==> config.mk <==
export PLATFORM = sky130hd
export DESIGN_NAME = mcop_back
export DESIGN_NICKNAME = d
export VERILOG_FILES = /design/src/mcop_pkg.sv /design/src/mcop_back.sv
export SDC_FILE = /design/constraint.sdc
export NUM_CORES = 2
export LEC_CHECK = 0
export BUFFER_PORTS_ARGS = -buffer_cell sky130_fd_sc_hd__buf_2
export CAP_MARGIN = 20
export CORE_ASPECT_RATIO = 0.75
export CORE_MARGIN = 3
export CORE_UTILIZATION = 30
export CTS_CLUSTER_DIAMETER = 60
export DETAILED_ROUTE_END_ITERATION = 6
export SETUP_SLACK_MARGIN = 0.15
export SYNTH_ARGS = -nofsm -noshare
export SYNTH_HDL_FRONTEND = slang
export SYNTH_SLANG_ARGS = --single-unit
==> constraint.sdc <==
create_clock -name clk -period 14.65 [get_ports clk]
set_input_delay 2.93 -clock clk [delete_from_list [all_inputs] [get_ports clk]]
set_output_delay 2.93 -clock clk [all_outputs]
set_load 0.005 [all_outputs]
==> src/mcop_pkg.sv <==
package mcop_pkg;

  localparam int unsigned LOG2E_Q16 = 94548;
  localparam int unsigned LN2_Q16   = 45426;
  localparam int unsigned ONE_Q16   = 65536;

  localparam logic [2:0] REG_ADJUSTED_SPOT   = 3'd0;
  localparam logic [2:0] REG_STRIKE_PRICE    = 3'd1;
  localparam logic [2:0] REG_DIFFUSION_SCALE = 3'd2;
  localparam logic [2:0] REG_DISCOUNT_FACTOR = 3'd3;
  localparam logic [2:0] REG_OPTION_KIND     = 3'd4;

  localparam logic KIND_CALL = 1'b0;
  localparam logic KIND_PUT  = 1'b1;

  typedef struct packed {
    logic [31:0] adjusted_spot;
    logic [31:0] strike_price;
    logic [15:0] diffusion_scale;
    logic [15:0] discount_factor;
    logic        option_kind;
  } cfg_t;

  typedef struct packed {
    logic [31:0] payoff;
    logic        last;
  } qword_t;

  function automatic logic [16:0] pow2_frac(input logic [3:0] idx);
    logic [16:0] v;
    begin
      case (idx)
        4'd0:    v = 17'd65536;
        4'd1:    v = 17'd68438;
        4'd2:    v = 17'd71468;
        4'd3:    v = 17'd74632;
        4'd4:    v = 17'd77936;
        4'd5:    v = 17'd81386;
        4'd6:    v = 17'd84990;
        4'd7:    v = 17'd88752;
        4'd8:    v = 17'd92682;
        4'd9:    v = 17'd96785;
        4'd10:   v = 17'd101070;
        4'd11:   v = 17'd105545;
        4'd12:   v = 17'd110217;
        4'd13:   v = 17'd115097;
        4'd14:   v = 17'd120193;
        default: v = 17'd125515;
      endcase
      return v;
    end
  endfunction

endpackage

==> src/mcop_back.sv <==
module mcop_back (
  input  logic             clk,
  input  logic             rst,
  input  logic [15:0]      discount_factor,
  input  mcop_pkg::qword_t head,
  input  logic             empty,
  output logic             pop,
  output logic             out_valid,
  input  logic             out_stall,
  output logic [31:0]      option_price,
  output logic [31:0]      paths_counted
);
  import mcop_pkg::*;

  typedef enum logic [1:0] {ACC, DIV, FIN} state_t;

  state_t      state;
  logic [63:0] total;
  logic [31:0] count;
  logic [63:0] quo;
  logic [31:0] rem;
  logic [31:0] den;
  logic [5:0]  step;

  logic [64:0] sum;
  logic [63:0] total_next;
  logic [31:0] count_next;
  logic [32:0] rem_sh;
  logic        fits;
  logic [31:0] mean;
  logic        out_free;

  assign pop        = (state == ACC) && !empty;
  assign sum        = {1'b0, total} + 65'(head.payoff);
  assign total_next = sum[64] ? 64'hFFFF_FFFF_FFFF_FFFF : sum[63:0];
  assign count_next = (count == 32'hFFFF_FFFF) ? count : count + 32'd1;
  assign rem_sh     = {rem, quo[63]};
  assign fits       = rem_sh >= {1'b0, den};
  assign mean       = (quo[63:32] != 32'd0) ? 32'hFFFF_FFFF : quo[31:0];
  assign out_free   = !out_valid || !out_stall;

  always_ff @(posedge clk) begin
    if (rst) begin
      state     <= ACC;
      total     <= '0;
      count     <= '0;
      out_valid <= 1'b0;
      step      <= '0;
    end else begin
      if (out_valid && !out_stall && state != FIN) out_valid <= 1'b0;
      unique case (state)
        ACC: begin
          if (pop) begin
            if (head.last) begin
              quo   <= total_next;
              den   <= count_next;
              rem   <= '0;
              step  <= '0;
              total <= '0;
              count <= '0;
              state <= DIV;
            end else begin
              total <= total_next;
              count <= count_next;
            end
          end
        end
        DIV: begin
          rem  <= fits ? 32'(rem_sh - {1'b0, den}) : rem_sh[31:0];
          quo  <= {quo[62:0], fits};
          step <= step + 6'd1;
          if (step == 6'd63) state <= FIN;
        end
        FIN: begin
          if (out_free) begin
            option_price  <= 32'((48'(mean) * 48'(discount_factor)) >> 16);
            paths_counted <= den;
            out_valid     <= 1'b1;
            state         <= ACC;
          end
        end
        default: state <= ACC;
      endcase
    end
  end

endmodule

==> metrics.csv <==
stage;metric;value;unit
yosys;Warnings, synthesis;0;
worst_hold_path;worst hold path stage count;2;
sta;worst slew pin tran;1090;ps
setup_path;WP buf/inv;4;
sta;unrepaired setup endpoints after global routing;false;
yosys;top cells by area, synth;fa_1 (27%), edfxtp_1 (18%), ha_1 (7.3%);
clocking;clock sinks;297;
setup_path;R2R depth;27;
die;die area;109000;um2
yosys;synthesis-stage register bit count;297;
worst_hold_path;hold crit path type;reg2reg;
die;total core area;104000;um2
routing;DR vias/cell;4.86;
sta;Hold WS;455;ps
die;# IOs;119;
clocking;Post-CTS Setup Bufs;0;
routing;routed vias;23700;
sta;worst clock skew;26.6;ps
placed_design;Detailed Place HPWL;64500;um
sta;Final Slew Violations;0;
grt;vias in the first global route;23800;
routing;Final ANT Viol Nets;0;
layout;fraction of final layout cells sized beyond drive strength 1;7.21;%
die;row count;102;
sta;relative slew slack;27.1;%
routing;WL final;88700;um
routing;DRC errors left;0;
placed_design;Placed Area;33300;um2
clocking;# resized after CTS;0;
setup_path;Crit-path slowest cell;fa_1;
die;starting density of the core;30.4;%
grt;Overflow after GRT;0;
yosys;cell count after synthesis;3431;
sta;crit share post-route;67.9;%
yosys;number of flops mapped to enable cells by yosys;192;
layout;post-layout net count;4088;
yosys;Top FF cell, synth;edfxtp_1;
sta;Finish-stage setup viols;0;
clocking;TritonCTS clock tree;done;
yosys;Cell Area, Synth;31500;um2
yosys;top cell type's share of synthesized area;26.7;%
sta;final hold violations;0;
yosys;syn avg cell area;9.17;um2
clocking;Clock transition at path regs;50;ps
routing;drt first pass iters;6;
clocking;Root Driver;clkbuf_16;
placed_design;Buffers on Ports;118;
setup_path;max incr delay on CP;590;ps
grt;antenna violations before repair;17;
die;die width;380;um
yosys;Yosys cell types;74;
setup_path;crit path launch type;input pin;
setup_path;Top delay family on crit path;adder cells;
routing;WL per Instance;18.2;um
grt;GRT Total Usage;16.3;%
setup_path;CP cell instances;buf_2, nand2_1, fa_1, fa_1, fa_1, fa_1, inv_1, fa_1, inv_1, fa_1, inv_1, ha_1, o21a_1, o21a_1, a2111oi_0, a2111o_1, a21oi_1, o31ai_2, o21bai_1, a31o_2, a21oi_1, o21ai_1, xor2_1;
yosys;leading area contributor after synthesis;fa_1;
routing;DRT iter0 DRCs;1726;
setup_path;WP data required;14980;ps
sta;fin crit period;9950;ps
setup_path;Setup crit end kind;register;
job;Max Cap Violations;0;
yosys;ys async rst share;0;%
grt;largest net degree at the start of global routing;80;
layout;finished layout cell area;34700;um2
yosys;Post-Syn Nets;4086;
clocking;Post-CTS Hold Buffers;0;
sta;TNS Setup;0;ps
layout;area growth from synthesis to layout;10.4;%
setup_path;crit-path max FO;32;
placed_design;GPL Wtd Cong;0.882;
yosys;sequential share of the synthesized area;25.0;%
clocking;Num CTS Buffers;42;
clocking;Clock Path Buffers;3;
clocking;htree depth;2;
setup_path;Worst path depth;23;
setup_path;most used cell, CP;fa_1;
run_status;status;complete, no violations;
sta;Max Fclk;0.100;GHz
setup_path;Critical Path AT;10280;ps
setup_path;critical path start-end classification;in2reg;
clocking;latest clock arrival within the worst-skew pair;600;ps
grt;first-pass GRT wire length;140000;um
die;Die Ht;286;um
## cell usage in the layout, fill, tap and decap left out, types with 13 or more instances in the layout
| master | instances |
|---|---|
| xnor2_1 | 98 |
| clkbuf_16 | 43 |
| edfxtp_1 | 192 |
| inv_1 | 514 |
| xor2_1 | 47 |
| nor2_1 | 244 |
| a21oi_1 | 176 |
| fa_1 | 419 |
| a211oi_1 | 14 |
| nor3_1 | 40 |
| and3_1 | 26 |
| a21o_1 | 58 |
| a22oi_1 | 18 |
| o21ai_0 | 83 |
| dfxtp_1 | 105 |
| nand2_1 | 409 |
| nand2b_1 | 18 |
| nor2b_1 | 13 |
| a31oi_1 | 57 |
| and2_1 | 222 |
| mux2i_1 | 34 |
| buf_2 | 118 |
| buf_4 | 31 |
| or3_1 | 40 |
| nand3_1 | 47 |
| ha_1 | 183 |
| o21a_1 | 20 |
| nand4_1 | 30 |
## sequential cells by signal, indices dropped and copies added (netlist names)
register / count
step: 6
rem: 32
option_price: 32
den: 32
state: 2
quo: 64
paths_counted: 32
out_valid: 1
total: 64
count: 32
## final timing paths
path                                endpoint                  start  slack [ps]
hold reg to reg        total[0]$_SDFFE_PP0P_  total[0]$_SDFFE_PP0P_         450
hold / removal         total[0]$_SDFFE_PP0P_  total[0]$_SDFFE_PP0P_         450
setup reg to reg  option_price[26]$_DFFE_PP_      quo[44]$_DFFE_PP_        5280
setup / recovery  option_price[26]$_DFFE_PP_     discount_factor[3]        4700
## area by class of cell
| type | instances | area, um2 |
|---|---|---|
| fill | 10800 | 68900 |
| multi-input combinational | 2427 | 20900 |
| sequential | 297 | 7870 |
| inverter | 515 | 1930 |
| tap | 1404 | 1760 |
| clock buffer | 58 | 1180 |
| timing repair buffer | 150 | 828 |
| clock inverter | 19 | 213 |
| antenna | 4 | 10.0 |
## per-stage QoR
| step | utilization (%) | setup slack (ps) | std cells |
|---|---|---|---|
| final | 33.5 | 4700 | 4874 |
| after global routing | 33.5 | 4330 | 4872 |
| after CTS | 33.5 | 4840 | 4869 |
| after detailed placement | 32.2 | 4230 | 4792 |
| after global placement | 32.2 | 4340 | 4792 |
| after floorplan | - | 4090 | 3431 |
## synthesized netlist by cell type (8+ instances only)
master / n
a211oi_1: 14
or3_1: 41
o21ai_0: 83
mux2i_1: 34
fa_1: 419
xnor2_1: 98
edfxtp_1: 192
and3_1: 26
nand2_1: 410
inv_1: 514
xor2_1: 47
nand2b_1: 19
a21o_1: 58
nor3_1: 41
clkbuf_1: 177
dfxtp_1: 105
a31oi_1: 57
a311oi_1: 8
a21oi_1: 176
nor4_1: 12
ha_1: 183
nand3_1: 47
nor2b_1: 13
o21bai_1: 11
nand4_1: 30
a22oi_1: 18
and2_1: 222
o21a_1: 20
nor2_1: 245
## kinds of logic (layout without fill, tap and decap cells)
logic type | after synthesis | count (layout) | share of synthesized area, %
AO/OA/AOI/OAI | 515 | 515 | 10.3
XOR/XNOR | 145 | 145 | 4.04
adder cells (fa/ha/maj) | 602 | 602 | 33.9
buffers and inverters | 707 | 742 | 8.51
flip-flops | 297 | 297 | 25.0
multiplexers | 35 | 35 | 1.12
other | 0 | 4 | 0
AND/OR/NAND/NOR | 1130 | 1130 | 17.0
## per-layer routing
| layer | share of wire, % | wire [um] | track usage, % | vias up |
|---|---|---|---|---|
| li1 | - | - | - | 11100 |
| met1 | 48 | 42500 | 24.2 | 11700 |
| met2 | 42 | 37000 | 24.0 | 751 |
| met3 | 8.0 | 7080 | 3.59 | 118 |
| met4 | 2.3 | 2030 | 4.17 | 6 |
| met5 | 0.045 | 40 | 0 | - |
## worst min-delay path, stage by stage (launching register included)
cell and delay [ps]:
dfxtp_1 310, nand2_1 50, a21oi_1 50
Power is not shown: default switching activity piles up to over one toggle a cycle in this logic, so the estimate is an artifact.
