<file path="src/mcop_pkg.sv">
package mcop_pkg;

  localparam int unsigned LOG2E_Q16 = 94548;
  localparam int unsigned LN2_Q16   = 45426;
  localparam int unsigned ONE_Q16   = 65536;

  localparam logic [2:0] REG_ADJUSTED_SPOT   = 3'd0;
  localparam logic [2:0] REG_STRIKE_PRICE    = 3'd1;
  localparam logic [2:0] REG_DIFFUSION_SCALE = 3'd2;
  localparam logic [2:0] REG_DISCOUNT_FACTOR = 3'd3;
  localparam logic [2:0] REG_OPTION_KIND     = 3'd4;

  localparam logic KIND_CALL = 1'b0;
  localparam logic KIND_PUT  = 1'b1;

  typedef struct packed {
    logic [31:0] adjusted_spot;
    logic [31:0] strike_price;
    logic [15:0] diffusion_scale;
    logic [15:0] discount_factor;
    logic        option_kind;
  } cfg_t;

  typedef struct packed {
    logic [31:0] payoff;
    logic        last;
  } qword_t;

  function automatic logic [16:0] pow2_frac(input logic [3:0] idx);
    logic [16:0] v;
    begin
      case (idx)
        4'd0:    v = 17'd65536;
        4'd1:    v = 17'd68438;
        4'd2:    v = 17'd71468;
        4'd3:    v = 17'd74632;
        4'd4:    v = 17'd77936;
        4'd5:    v = 17'd81386;
        4'd6:    v = 17'd84990;
        4'd7:    v = 17'd88752;
        4'd8:    v = 17'd92682;
        4'd9:    v = 17'd96785;
        4'd10:   v = 17'd101070;
        4'd11:   v = 17'd105545;
        4'd12:   v = 17'd110217;
        4'd13:   v = 17'd115097;
        4'd14:   v = 17'd120193;
        default: v = 17'd125515;
      endcase
      return v;
    end
  endfunction

endpackage

</file>
<file path="src/mcop_front.sv">
module mcop_front (
  input  logic                  clk,
  input  logic                  rst,
  input  mcop_pkg::cfg_t        cfg,
  input  logic                  in_valid,
  output logic                  in_stall,
  input  logic signed [15:0]    normal_sample,
  input  logic                  last_path,
  output logic                  push,
  output mcop_pkg::qword_t      push_word,
  input  logic                  q_full
);
  import mcop_pkg::*;

  logic [7:1] v;
  logic [7:1] lst;
  logic       advance;

  logic signed [32:0] prod;
  logic signed [49:0] y;
  logic [11:0]        a;
  logic [3:0]         i3, i4;
  logic signed [7:0]  n3, n4, n5, n6;
  logic [16:0]        poly;
  logic [17:0]        m;
  logic [33:0]        p;
  logic [31:0]        s;

  logic [49:0] u;
  logic [15:0] f;
  logic [7:0]  k;
  logic [65:0] wide;
  logic [33:0] shr;
  logic [31:0] s_next;

  assign advance  = !(v[7] && q_full);
  assign in_stall = !advance;
  assign push     = v[7] && !q_full;

  assign u = 50'(y + (50'sd1 <<< 48));
  assign f = u[41:26];

  always_comb begin
    k      = 8'(-n6);
    wide   = 66'({32'd0, p} << n6[4:0]);
    shr    = p >> k[5:0];
    s_next = 32'd0;
    if (!n6[7]) begin
      if (n6 >= 8'sd32) s_next = (p != 34'd0) ? 32'hFFFF_FFFF : 32'd0;
      else s_next = (wide[65:32] != 34'd0) ? 32'hFFFF_FFFF : wide[31:0];
    end else if (k < 8'd64) begin
      s_next = (shr[33:32] != 2'd0) ? 32'hFFFF_FFFF : shr[31:0];
    end
  end

  always_comb begin
    push_word.last = lst[7];
    if (cfg.option_kind == KIND_CALL)
      push_word.payoff = (s > cfg.strike_price) ? s - cfg.strike_price : 32'd0;
    else
      push_word.payoff = (cfg.strike_price > s) ? cfg.strike_price - s : 32'd0;
  end

  always_ff @(posedge clk) begin
    if (rst) begin
      v <= '0;
    end else if (advance) begin
      v <= {v[6:1], in_valid};
    end
  end

  always_ff @(posedge clk) begin
    if (advance) begin
      lst  <= {lst[6:1], last_path};
      prod <= 33'($signed({1'b0, cfg.diffusion_scale}) * normal_sample);
      y    <= 50'(prod * $signed({1'b0, 17'(LOG2E_Q16)}));
      a    <= 12'((28'(f[11:0]) * 28'(LN2_Q16)) >> 16);
      i3   <= f[15:12];
      n3   <= $signed(u[49:42] - 8'd64);
      poly <= 17'(ONE_Q16) + 17'(a) + 17'((24'(a) * 24'(a)) >> 17);
      i4   <= i3;
      n4   <= n3;
      m    <= 18'((34'(pow2_frac(i4)) * 34'(poly)) >> 16);
      n5   <= n4;
      p    <= 34'((50'(cfg.adjusted_spot) * 50'(m)) >> 16);
      n6   <= n5;
      s    <= s_next;
    end
  end

endmodule

</file>
<file path="config.mk">
export PLATFORM = sky130hd
export DESIGN_NAME = mcop_front
export DESIGN_NICKNAME = d
export VERILOG_FILES = /design/src/mcop_pkg.sv /design/src/mcop_front.sv
export SDC_FILE = /design/constraint.sdc
export NUM_CORES = 2
export LEC_CHECK = 0
export BUFFER_PORTS_ARGS = -buffer_cell sky130_fd_sc_hd__buf_4
export CAP_MARGIN = 20
export CORE_MARGIN = 8
export CORE_UTILIZATION = 44
export CTS_CLUSTER_SIZE = 14
export DETAILED_ROUTE_END_ITERATION = 6
export GPL_ROUTABILITY_DRIVEN = 0
export PLACE_DENSITY = 0.67
export SLEW_MARGIN = 20
export SYNTH_ARGS = -nofsm -noshare
export SYNTH_HDL_FRONTEND = slang
export SYNTH_SLANG_ARGS = --single-unit
</file>
<file path="constraint.sdc">
create_clock -name clk -period 20 [get_ports clk]
set_input_delay 2 -clock clk [delete_from_list [all_inputs] [get_ports clk]]
set_output_delay 2 -clock clk [all_outputs]
set_load 0.02 [all_outputs]
</file>
==> results.sh <==
export IMPL_status="finished, violations left"
export IMPL_violations="design-rule violations"
export IMPL_fmax_mhz=124
export IMPL_area_delta_synth_final_pct=5.43
export IMPL_met3WireLength_um=9870
export IMPL_grt_max_degree=78
export IMPL_syn_nets=9156
export IMPL_wl_met1_um=62700
export IMPL_drive_above_1_share=0.0435
export IMPL_die_w_um=398
export IMPL_critPathBufInv=4
export IMPL_arrival_ns=8.41
export IMPL_numCtsBuffers=29
export IMPL_cts_resized=0
export IMPL_crit_top_cell="fa_1"
export IMPL_coreArea_um2=145000
export IMPL_crit_start="cfg[75]"
export IMPL_crit_family="adder cells"
export IMPL_end_kind="register"
export IMPL_rows=140
export IMPL_antenna_found_initial=2
export IMPL_finalHoldViolations=0
export IMPL_synth_seq_area_share=0.107
export IMPL_r2r_slack_ns=12.45
export IMPL_clock_sinks=236
export IMPL_hp_start="lst[1]$_DFFE_PN_"
export IMPL_die_height_um=398
export IMPL_timing_rr_start="a[8]$_DFFE_PN_"
export IMPL_vias=47700
export IMPL_period_minus_slack_ns=8.08
export IMPL_grt_ovfl_total=0
export IMPL_rsz0062_at_grt="false"
export IMPL_grtUsageTotal=0.201
export IMPL_pin_count=153
export IMPL_yosys_cell_types_count=76
export IMPL_clk_latency_ns=0.59
export IMPL_clk_pin_slew_worst_paths_ns=0.06
export IMPL_path_cells="buf_4 -> nand2_1 -> fa_1 -> inv_1 -> fa_1 -> fa_1 -> inv_1 -> fa_1 -> fa_1 -> inv_1 -> fa_1 -> ha_1 -> a211oi_1 -> o21bai_1 -> o41ai_1 -> a211o_1 -> a21boi_0 -> o21a_1 -> o21a_1 -> o41a_1 -> a21oi_1 -> xnor2_1"
export IMPL_fillers=13800
export IMPL_worst_pin_slew_ns=1.03
export IMPL_worstSetupStartpointType="input pin"
export IMPL_first_pass_iters=7
export IMPL_root_buffer="clkbuf_16"
export IMPL_vias_per_cell=5.33
export IMPL_cts_tree="built"
export IMPL_initial_core_util=0.442
export IMPL_max_cap_violations=0
export IMPL_skew_ns=0.0111
export IMPL_max_slew_margin=0.310
export IMPL_grt_pass1_vias=51400
export IMPL_cp_slowest_stage_delay_ns=0.66
export IMPL_cpMaxStageDelayCell="o41ai_1"
export IMPL_dieArea_um2=158000
export IMPL_setup_viol=0
export IMPL_slew_violations=0
export IMPL_cts_path_max_buffers=3
export IMPL_place_detailed_hpwl_um=122000
export IMPL_async_flop_share=0
export IMPL_antenna_cells=0
export IMPL_synthCells=7094
export IMPL_detail_route_wl_per_cell_um=17.6
export IMPL_ant_nets=0
export IMPL_cts_htree_levels=1
export IMPL_synth_warnings=0
export IMPL_wl_um=157000
export IMPL_required_ns=20.33
export IMPL_synth_ff_type="edfxtp_1"
export IMPL_drt_initial_drc_count=3039
export IMPL_synth_seq_cells=236
export IMPL_avgSynthCellArea_um2=9.03
export IMPL_post_cts_buffers=0
export IMPL_route_met2_wl_um=78400
export IMPL_top_layer_used="met4"
export IMPL_fin_crit_sh=0.404
export IMPL_ctsHoldBuffers=0
export IMPL_drc=1
export IMPL_path_class="input pin to register"
export IMPL_grt_pass1_wl_um=261000
export IMPL_tns_ns=0
export IMPL_path_max_fanout=18
export IMPL_numPortBuffers=136
export IMPL_nNetsFinal=9067
export IMPL_syn_area_um2=64100
export IMPL_synth_edff_count=213
export IMPL_hp_class="register to register"
[cells in the final DEF, fill, tap and decap left out, types with 26 or more instances in the layout]
master     count
a211oi_1      29
a21o_1       110
a21oi_1      228
a221oi_1      38
and2_1       354
buf_4        174
clkbuf_16     29
edfxtp_1     213
fa_1        1160
ha_1         784
inv_1       1755
mux2i_1       60
mux4_2        29
nand2_1      965
nand2b_1      34
nand3_1       46
nor2_1       202
nor3_1        44
o21a_1        26
o21ai_0      149
o21bai_1      32
xnor2_1       99
xor2_1        55
[synth_stat cells (7+ instances only)]
cell type | instances | area, um2
o21ai_0 | 149 | 746
nor4_1 | 14 | 87.6
mux2i_1 | 60 | 601
a221o_1 | 23 | 230
a21oi_1 | 229 | 1150
o31ai_1 | 7 | 52.6
buf_2 | 15 | 75.1
mux2_2 | 19 | 214
o22ai_1 | 16 | 100
o21bai_1 | 32 | 240
or3_1 | 7 | 43.8
inv_1 | 1755 | 6590
a31oi_1 | 13 | 81.3
o21a_1 | 26 | 195
ha_1 | 784 | 9810
xor2_1 | 56 | 490
a221oi_1 | 38 | 333
dfxtp_1 | 23 | 460
a211o_1 | 21 | 184
and3_1 | 18 | 113
a22oi_1 | 9 | 67.6
and2_1 | 354 | 2210
or2_2 | 20 | 125
mux4_2 | 29 | 653
fa_1 | 1160 | 23200
nand4_1 | 23 | 144
o221ai_1 | 15 | 131
nor3_1 | 46 | 230
o41ai_1 | 7 | 61.3
and4_1 | 9 | 78.8
a211oi_1 | 29 | 218
nand2_1 | 966 | 3630
o211ai_1 | 24 | 180
nand2b_1 | 34 | 213
clkbuf_1 | 268 | 1010
xnor2_1 | 100 | 876
edfxtp_1 | 213 | 6400
nor2_1 | 203 | 762
nand3_1 | 46 | 230
nor2b_1 | 21 | 131
a21boi_0 | 10 | 75.1
a21o_1 | 111 | 833
o22a_1 | 19 | 166
[cells by family (layout without fill, tap and decap cells)]
family          after synthesis  in the layout  share of synthesized area
simple gates               1774           1774                      0.126
xor+xnor                    156            156                     0.0213
flops                       236            236                      0.107
fa+ha+maj                  1944           1944                      0.516
buf+inv                    2051           1985                      0.121
mux                         109            109                     0.0231
compound gates              824            824                     0.0854
[per-stage QoR]
step	setup WS [ns]	utilization	std cells	instance area, um2	hold WS (ns)
2_1_floorplan	9.50	-	7094	64100	0.400
5_1_grt	11.60	0.466	8945	67500	0.424
4_1_cts	11.78	0.466	8945	67500	0.417
3_3_place_gp	11.47	0.460	8891	66700	0.404
6_report	11.92	0.466	8945	67500	0.418
3_5_place_dp	11.41	0.460	8891	66700	0.405
[layer usage]
layer / GRT usage / vias up
li1: - / 21700
met1: 0.251 / 23900
met2: 0.359 / 1636
met3: 0.0242 / 375
met4: 0.0662 / 0
met5: 0 / -
[sequential cells by signal (all words and copies together), names as in the netlist, named ones only]
signal  flops
a          12
i3          4
i4          4
lst         7
m          18
n3          8
n4          8
n5          8
n6          8
p          34
poly       13
prod       33
s          32
v           7
y          24
[worst reg2reg max path, cell delays in order, from the launching register on]
cell      delay, ns
edfxtp_1       0.73
inv_1          0.25
nor2_1         0.22
fa_1           0.47
fa_1           0.58
fa_1           0.47
fa_1           0.51
inv_1          0.05
fa_1           0.48
inv_1          0.04
ha_1           0.28
a211o_1        0.32
a211oi_1       0.21
o21a_1         0.17
o21ai_0        0.11
a21oi_1        0.20
xnor2_1        0.12
ha_1           0.23
fa_1           0.44
a21oi_1        0.15
nor2_1         0.05
nor2_1         0.14
o21bai_1       0.08
a21oi_1        0.23
nor2b_1        0.07
o21ai_0        0.42
nor3_1         0.11
xor2_1         0.16
[worst paths after layout]
path / end / depth (start not counted)
worst max register to register: poly[10]$_DFFE_PN_ / 27
worst min-delay path: lst[2]$_DFFE_PN_ / 0
worst min register to register: lst[2]$_DFFE_PN_ / 0
worst max-delay path: p[18]$_DFFE_PN_ / 22
[final cells by class]
class / instances / area (um2) / area share
Multi-Input combinational cell: 4807 / 49500 / 0.733
Clock buffer: 32 / 737 / 0.0109
Inverter: 1757 / 6600 / 0.0976
Clock inverter: 22 / 141 / 0.00209
Timing Repair Buffer: 174 / 1310 / 0.0193
Sequential cell: 236 / 6860 / 0.102
Tap cell: 1917 / 2400 / 0.0355
Power is not shown: default switching activity piles up to over one toggle a cycle in this logic, so the estimate is an artifact.
