<file path="config.mk">
export PLATFORM = sky130hd
export DESIGN_NAME = mcop_queue
export DESIGN_NICKNAME = d
export VERILOG_FILES = /design/src/mcop_pkg.sv /design/src/mcop_queue.sv
export SDC_FILE = /design/constraint.sdc
export NUM_CORES = 1
export LEC_CHECK = 0
export ABC_AREA = 0
export ABC_CLOCK_PERIOD_IN_PS = 2200
export BUFFER_PORTS_ARGS = -buffer_cell sky130_fd_sc_hd__buf_2
export CAP_MARGIN = 20
export CORE_MARGIN = 3
export CORE_UTILIZATION = 56
export CTS_CLUSTER_DIAMETER = 200
export DETAILED_ROUTE_END_ITERATION = 16
export PLACE_DENSITY = 0.78
export SETUP_SLACK_MARGIN = 0.15
export SYNTH_ARGS = -nofsm -noshare
export SYNTH_HDL_FRONTEND = slang
export SYNTH_SLANG_ARGS = --single-unit
export TNS_END_PERCENT = 50
</file>
<file path="constraint.sdc">
create_clock -name clk -period 2.2 [get_ports clk]
set_input_delay 0.11 -clock clk [delete_from_list [all_inputs] [get_ports clk]]
set_output_delay 0.11 -clock clk [all_outputs]
set_load 0.02 [all_outputs]
</file>
<file path="src/mcop_pkg.sv">
package mcop_pkg;

  localparam int unsigned LOG2E_Q16 = 94548;
  localparam int unsigned LN2_Q16   = 45426;
  localparam int unsigned ONE_Q16   = 65536;

  localparam logic [2:0] REG_ADJUSTED_SPOT   = 3'd0;
  localparam logic [2:0] REG_STRIKE_PRICE    = 3'd1;
  localparam logic [2:0] REG_DIFFUSION_SCALE = 3'd2;
  localparam logic [2:0] REG_DISCOUNT_FACTOR = 3'd3;
  localparam logic [2:0] REG_OPTION_KIND     = 3'd4;

  localparam logic KIND_CALL = 1'b0;
  localparam logic KIND_PUT  = 1'b1;

  typedef struct packed {
    logic [31:0] adjusted_spot;
    logic [31:0] strike_price;
    logic [15:0] diffusion_scale;
    logic [15:0] discount_factor;
    logic        option_kind;
  } cfg_t;

  typedef struct packed {
    logic [31:0] payoff;
    logic        last;
  } qword_t;

  function automatic logic [16:0] pow2_frac(input logic [3:0] idx);
    logic [16:0] v;
    begin
      case (idx)
        4'd0:    v = 17'd65536;
        4'd1:    v = 17'd68438;
        4'd2:    v = 17'd71468;
        4'd3:    v = 17'd74632;
        4'd4:    v = 17'd77936;
        4'd5:    v = 17'd81386;
        4'd6:    v = 17'd84990;
        4'd7:    v = 17'd88752;
        4'd8:    v = 17'd92682;
        4'd9:    v = 17'd96785;
        4'd10:   v = 17'd101070;
        4'd11:   v = 17'd105545;
        4'd12:   v = 17'd110217;
        4'd13:   v = 17'd115097;
        4'd14:   v = 17'd120193;
        default: v = 17'd125515;
      endcase
      return v;
    end
  endfunction

endpackage

</file>
<file path="src/mcop_queue.sv">
module mcop_queue (
  input  logic             clk,
  input  logic             rst,
  input  logic             push,
  input  mcop_pkg::qword_t push_word,
  output logic             full,
  input  logic             pop,
  output mcop_pkg::qword_t head,
  output logic             empty
);
  import mcop_pkg::*;

  qword_t     mem [4];
  logic [1:0] wr_ptr, rd_ptr;
  logic [2:0] count;

  assign full  = (count == 3'd4);
  assign empty = (count == 3'd0);
  assign head  = mem[rd_ptr];

  always_ff @(posedge clk) begin
    if (push) mem[wr_ptr] <= push_word;
  end

  always_ff @(posedge clk) begin
    if (rst) begin
      wr_ptr <= '0;
      rd_ptr <= '0;
      count  <= '0;
    end else begin
      if (push) wr_ptr <= wr_ptr + 2'd1;
      if (pop) rd_ptr <= rd_ptr + 2'd1;
      count <= count + 3'(push) - 3'(pop);
    end
  end

endmodule

</file>
==> run_results.csv, run 1 <==
group,metric,value,unit
drt,first_iter_violations,206,
global_route,grt.overflow.total,0,
min_path,hold_depth,2,
setup_path,crit_type,"flip-flop to output port",
floorplan,core,8891,µm²
setup_path,endpoint_kind,"output port",
logic_synthesis,synthesis.nets,259,
finish,area_delta_synth_final,27.80,%
timing,hold_viol,0,
setup_path,worstPathArrival,1870,ps
setup_path,reg2reg_to,"count[2]$_SDFF_PP0_",
logic_synthesis,ys.flop_type,"edfxtp_1",
floorplan,num_rows,34,
power_and_ir_drop,ir_drop,0.7978,mV
setup_path,r2r_setup_slack,470,ps
place,hpwl,5.304,mm
timing,relSlewSlack,66.53,%
setup_path,r2r_cells,7,
global_route,grt_max_degree,34,
clocking,cts_tree,"yes",
floorplan,io_pins,72,
floorplan,fp.dieH,102.8,µm
clocking,cts.htree.levels,4,
setup_path,crit_fanout,14,
logic_synthesis,yosysMostFrequentCell,"edfxtp_1",
drt,num_vias,2628,
logic_synthesis,ys_ff_latch,141,
clocking,clkSinkCount,141,
timing,post-route-min-period,1979,ps
logic_synthesis,synth-seq-area-share,78.97,%
timing,fin_crit_sh,89.96,%
run,cap_viol_max_count,0,
timing,fmax,505.3,MHz
clocking,cts-root-buf,"clkbuf_8",
setup_path,critical_path_required,2090,ps
logic_synthesis,syn_avg_cell_area,24.41,µm²
global_route,antenna_found_initial,0,
drt,drt-total-wl,9.935,mm
logic_synthesis,yosysUniqueCellTypes,22,
logic_synthesis,yosys_warnings,0,
floorplan,die-area,10570,µm²
power_and_ir_drop,power.total,0.006622,W
clocking,cts_buffer_depth,2,
logic_synthesis,synth-async-reset-ratio,0,%
finish,drive_above_1_share,41.13,%
clocking,clk_latency,510,ps
global_route,grt_usage,19.73,%
timing,setup_viol,0,
drt,wl_per_cell,21.46,µm
timing,worst_pin_slew,502.1,ps
logic_synthesis,yosysTopAreaCell,"edfxtp_1",
timing,rsz0062_at_grt,"false",
min_path,holdPathEnd,"mem[1][0]$_DFFE_PP_",
place,io_buffers,71,
logic_synthesis,postSynthCellCount,215,
logic_synthesis,synth_edf_count,132,
clocking,numCtsBuffers,17,
place,gp_congestion,0.7232,
finish,antenna_cells,0,
clocking,clk_pin_slew,60,ps
power_and_ir_drop,switchingPower,0.001477,W
floorplan,start_util,59.02,%
drt,antenna_left,0,
power_and_ir_drop,swShare,22.31,%
timing,fin_skew,8.320,ps
power_and_ir_drop,p_int,0.005145,W
drt,first_pass_iters,4,
logic_synthesis,synth_top_area_share,75.54,%
logic_synthesis,synthTopCellsByCount,"edfxtp_1 (132), mux4_2 (30), dfxtp_1 (9), ha_1 (6), inv_1 (6)",
drt,vias_per_cell,5.676,
timing,final_max_slew_viol_count,0,
power_and_ir_drop,comb_power_share,11.5,%
power_and_ir_drop,power_frac_clock,41.2,%
finish,fin_nets,388,
power_and_ir_drop,p_leak,2.384,nW
timing,whs,357.6,ps
logic_synthesis,netlist_area,5248,µm²
logic_synthesis,synthTopCellsByArea,"edfxtp_1 (76%), mux4_2 (13%), dfxtp_1 (3.4%), mux4_1 (1.5%), ha_1 (1.4%)",
power_and_ir_drop,p_seq_share,47.3,%
drt,drc_errors,0,
global_route,grt_pass1_wl,14.81,mm
setup_path,cp-start-kind,"flip-flop",
run_status,outcome,"finished, final reports clean",
floorplan,dieWidth,102.8,µm
global_route,grt_pass1_vias,2799,
min_path,hold_path.startpoint,"push_word[0]",
min_path,hp-class,"input pin to flip-flop",
setup_path,worstReg2RegStart,"count[0]$_SDFF_PP0_",
timing,tns,0,ps
power_and_ir_drop,powerDensity,987.5,nW/µm²
-- cells by family after synthesis --
family | share of synthesized area [%]
buf+inv | 2.146
fa+ha+maj | 1.812
compound gates | 0.2860
flops | 78.97
simple gates | 1.431
xor+xnor | 0.7868
mux | 14.57
-- placed cells by master (no fill, tap or decap), types with 3 or more instances in the layout --
| master | synthesis | routed |
|---|---|---|
| nor2_1 | 5 | 5 |
| clkbuf_16 | 0 | 17 |
| dfxtp_1 | 9 | 7 |
| bufinv_16 | 0 | 3 |
| mux4_1 | 3 | 3 |
| inv_1 | 6 | 6 |
| buf_4 | 0 | 8 |
| ha_1 | 6 | 6 |
| and2_2 | 0 | 4 |
| edfxtp_1 | 132 | 132 |
| dlygate4sd3_1 | 0 | 36 |
| clkinvlp_4 | 0 | 3 |
| buf_2 | 3 | 71 |
| mux4_2 | 30 | 30 |
-- metrics by stage --
stage	worst slack, ps	util [%]	cell area [µm²]	cells
final	220.8	75.43	6706	463
after global routing	165.8	75.43	6706	463
after CTS	158.9	75.15	6681	462
after detailed placement	486.0	64.73	5756	396
after global placement	503.2	64.73	5756	396
after floorplan	452.8	-	5248	215
-- area by class of cell --
| type | count | area (µm²) |
|---|---|---|
| clock inverter | 12 | 147.6 |
| sequential | 141 | 4146 |
| fill | 489 | 2185 |
| multi-input combinational | 60 | 996.0 |
| clock buffer | 18 | 417.9 |
| inverter | 6 | 22.52 |
| tap | 108 | 135.1 |
| timing repair buffer | 118 | 840.8 |
-- repair_timing --
item / 4_1_cts / 5_1_grt
hold buffers: 36 / 0
hold endpoints to repair: 141 / 0
endpoints found under the setup margin: 0 / 1
setup buffers: 0 / 0
resized for setup: 0 / 0
-- power groups by stage --
stage | logic (W) | clock network [W] | registers [W]
final | 0.000764 | 0.00273 | 0.00313
after global routing | 0.000822 | 0.00289 | 0.00314
after CTS | 0.000760 | 0.00276 | 0.00313
after detailed placement | 0.000706 | 0 | 0.00318
after global placement | 0.000700 | 0 | 0.00317
after floorplan | 0.000485 | 0 | 0.00317
-- worst max-delay path, stage by stage, from the launching register on --
cell and delay, ps:
dfxtp_2 390, buf_12 190, mux4_1 600, buf_2 180
-- metal layers --
metal	GRT usage, %	vias up	wire (µm)
li1	-	1157	-
met1	25.79	1367	4168
met2	31.93	94	5133
met3	5.616	10	522
met4	7.769	0	110
met5	0	-	0
-- sequential cells by signal, indices dropped and copies added (netlist names), named ones only --
signal	cells
mem	132
count	3
rd_ptr	2
wr_ptr	2
-- worst max-delay path by stage --
| stage | startpoint | endpoint | depth (start not counted) |
|---|---|---|---|
| 2_1_floorplan | wr_ptr[0]$_SDFFE_PP0P_ | mem[2][0]$_DFFE_PP_ | 3 |
| 3_3_place_gp | count[0]$_SDFF_PP0_ | count[2]$_SDFF_PP0_ | 7 |
| 3_5_place_dp | count[0]$_SDFF_PP0_ | count[2]$_SDFF_PP0_ | 7 |
| 4_1_cts | flip-flop | head[29] | 3 |
| 5_1_grt | flip-flop | head[29] | 3 |
| 6_report | flip-flop | head[29] | 3 |
Power figures use the tool's default switching activity.
==> run 2, diff against run 1 <==
Settings changed: BUFFER_PORTS_ARGS -buffer_cell sky130_fd_sc_hd__buf_2 to -buffer_cell sky130_fd_sc_hd__clkbuf_2, CTS_CLUSTER_SIZE set to 14.
==> run 2 against run 1 <==
Fmax increased by 0.19%. Global-route usage rose by 0.10 points. Sequential cell count did not move. Critical path depth unchanged. Setup slack better by 3.7 ps. Utilization is 0.21 points higher.
==> run_results.csv, run 2 (synthesis results as in run 1) <==
group,metric,value,unit
place,io_buffers,71,
finish,area_delta_synth_final,28.16,%
drt,drt-total-wl,9.537,mm
power_and_ir_drop,ir_drop,0.5722,mV
setup_path,crit_path_max_incr_delay,590,ps
run_status,outcome,"finished, final reports clean",
finish,fin_nets,386,
setup_path,slowest_stage,"mux4_1",
floorplan,start_util,59.02,%
drt,wl_per_cell,20.60,µm
setup_path,critical_path_required,2090,ps
clocking,cts_tree,"yes",
finish,layout_common_cells,"edfxtp_1 (132), clkbuf_2 (71), dlygate4sd3_1 (36)",
finish,reg_top3,"mem (132), count (3)",
setup_path,worstPathArrival,1870,ps
clocking,cts-root-buf,"clkbuf_8",
timing,relSlewSlack,75.34,%
finish,regMostFlops,"mem",
drt,antenna_left,0,
floorplan,num_rows,34,
timing,post-route-min-period,1975,ps
power_and_ir_drop,p_leak,2.398,nW
drt,vias_per_cell,5.479,
run,cap_viol_max_count,0,
global_route,grt_max_degree,29,
timing,fin_crit_sh,89.80,%
finish,multi_input_area,996.0,µm²
setup_path,cp-start-kind,"flip-flop",
floorplan,fp.dieH,102.8,µm
drt,drc_errors,0,
finish,final_common_cell,"edfxtp_1",
clocking,clk_latency,520,ps
min_path,hp-class,"input pin to flip-flop",
finish,postLayoutCoreUtil,75.64,%
global_route,grt_usage,19.84,%
timing,setup_slack,224.5,ps
setup_path,path_cells,"buf_12 -> mux4_1 -> clkbuf_2",
finish,drive_above_1_share,41.69,%
place,gp_congestion,0.6721,
timing,setup_viol,0,
global_route,grt.overflow.total,0,
clocking,cts.htree.levels,4,
clocking,cts_setup_buffers,0,
timing,hold_viol,0,
place,pre_cts_ws,462.7,ps
timing,fin_skew,6.140,ps
finish,fillerInstances,473,
clocking,cts_buffer_depth,2,
floorplan,io_pins,72,
timing,fmax,506.2,MHz
global_route,grt_pass1_wl,14.67,mm
global_route,antenna_found_initial,0,
timing,tns,0,ps
timing,final_max_slew_viol_count,0,
drt,first_iter_violations,143,
timing,rsz0062_at_grt,"false",
power_and_ir_drop,powerDensity,993.6,nW/µm²
finish,largest_register_ff_count,132,
setup_path,crit_fanout,20,
floorplan,die-area,10570,µm²
setup_path,crit_type,"flip-flop to output port",
place,hpwl,5.535,mm
finish,seqCellArea,4146,µm²
clocking,clk_pin_slew,60,ps
global_route,grt_pass1_vias,2778,
finish,antenna_cells,0,
drt,first_pass_iters,4,
clocking,numCtsBuffers,17,
drt,num_vias,2537,
timing,worst_pin_slew,370.0,ps
clocking,clkSinkCount,141,
floorplan,dieWidth,102.8,µm
setup_path,endpoint_kind,"output port",
floorplan,core,8891,µm²
run 2: final cells by class:
type | count | area share (%)
tap | 108 | 2.009
multi-input combinational | 60 | 14.81
clock inverter | 14 | 2.530
inverter | 6 | 0.3349
clock buffer | 18 | 6.214
sequential | 141 | 61.66
timing repair buffer | 116 | 12.45
run 2: metal layers:
| layer | global-route usage [%] | part of all wire (%) |
|---|---|---|
| met4 | 8.267 | 1.1 |
| met3 | 6.089 | 4.1 |
| met2 | 33.07 | 52 |
| met1 | 24.39 | 42 |
| met5 | 0 | 0 |
run 2: power breakdown:
part | total, W | switching (W) | leakage, nW | internal [W]
clock network | 0.00279 | 0.00106 | 0.277 | 0.00173
registers | 0.00314 | 0.0000536 | 1.29 | 0.00308
logic | 0.000755 | 0.000403 | 0.834 | 0.000353
run 2: what timing repair did:
item                                    in CTS  in global routing
hold buffers                                36                  0
endpoints found under the setup margin      20                 15
resized for setup                            2                  2
endpoints found under the hold margin      141                  0
run 2: final timing paths:
check             cells after the start  slack (ps)                    from                  end
setup / recovery                      3         220               flip-flop             head[29]
hold / removal                        2         340            push_word[2]  mem[3][2]$_DFFE_PP_
setup reg to reg                      7         470     count[0]$_SDFF_PP0_  count[2]$_SDFF_PP0_
hold reg to reg                       2         560  rd_ptr[0]$_SDFFE_PP0P_            flip-flop
run 2: worst max-delay path: cells and delay by family, from the launching register on:
family	cells	cell delay [ps]
DFF	1	360
buffers and inverters	2	390
muxes	1	590
run 2: through the flow:
step           hold slack (ps)  std cells  total power (W)  instance area (µm²)
6_report                 342.7        463         0.006682                 6725
5_1_grt                  341.9        463         0.006917                 6725
4_1_cts                  324.4        463         0.006727                 6716
3_5_place_dp             331.4        395         0.003889                 5761
3_3_place_gp             324.7        395         0.003865                 5761
2_1_floorplan            181.6        215         0.003655                 5248
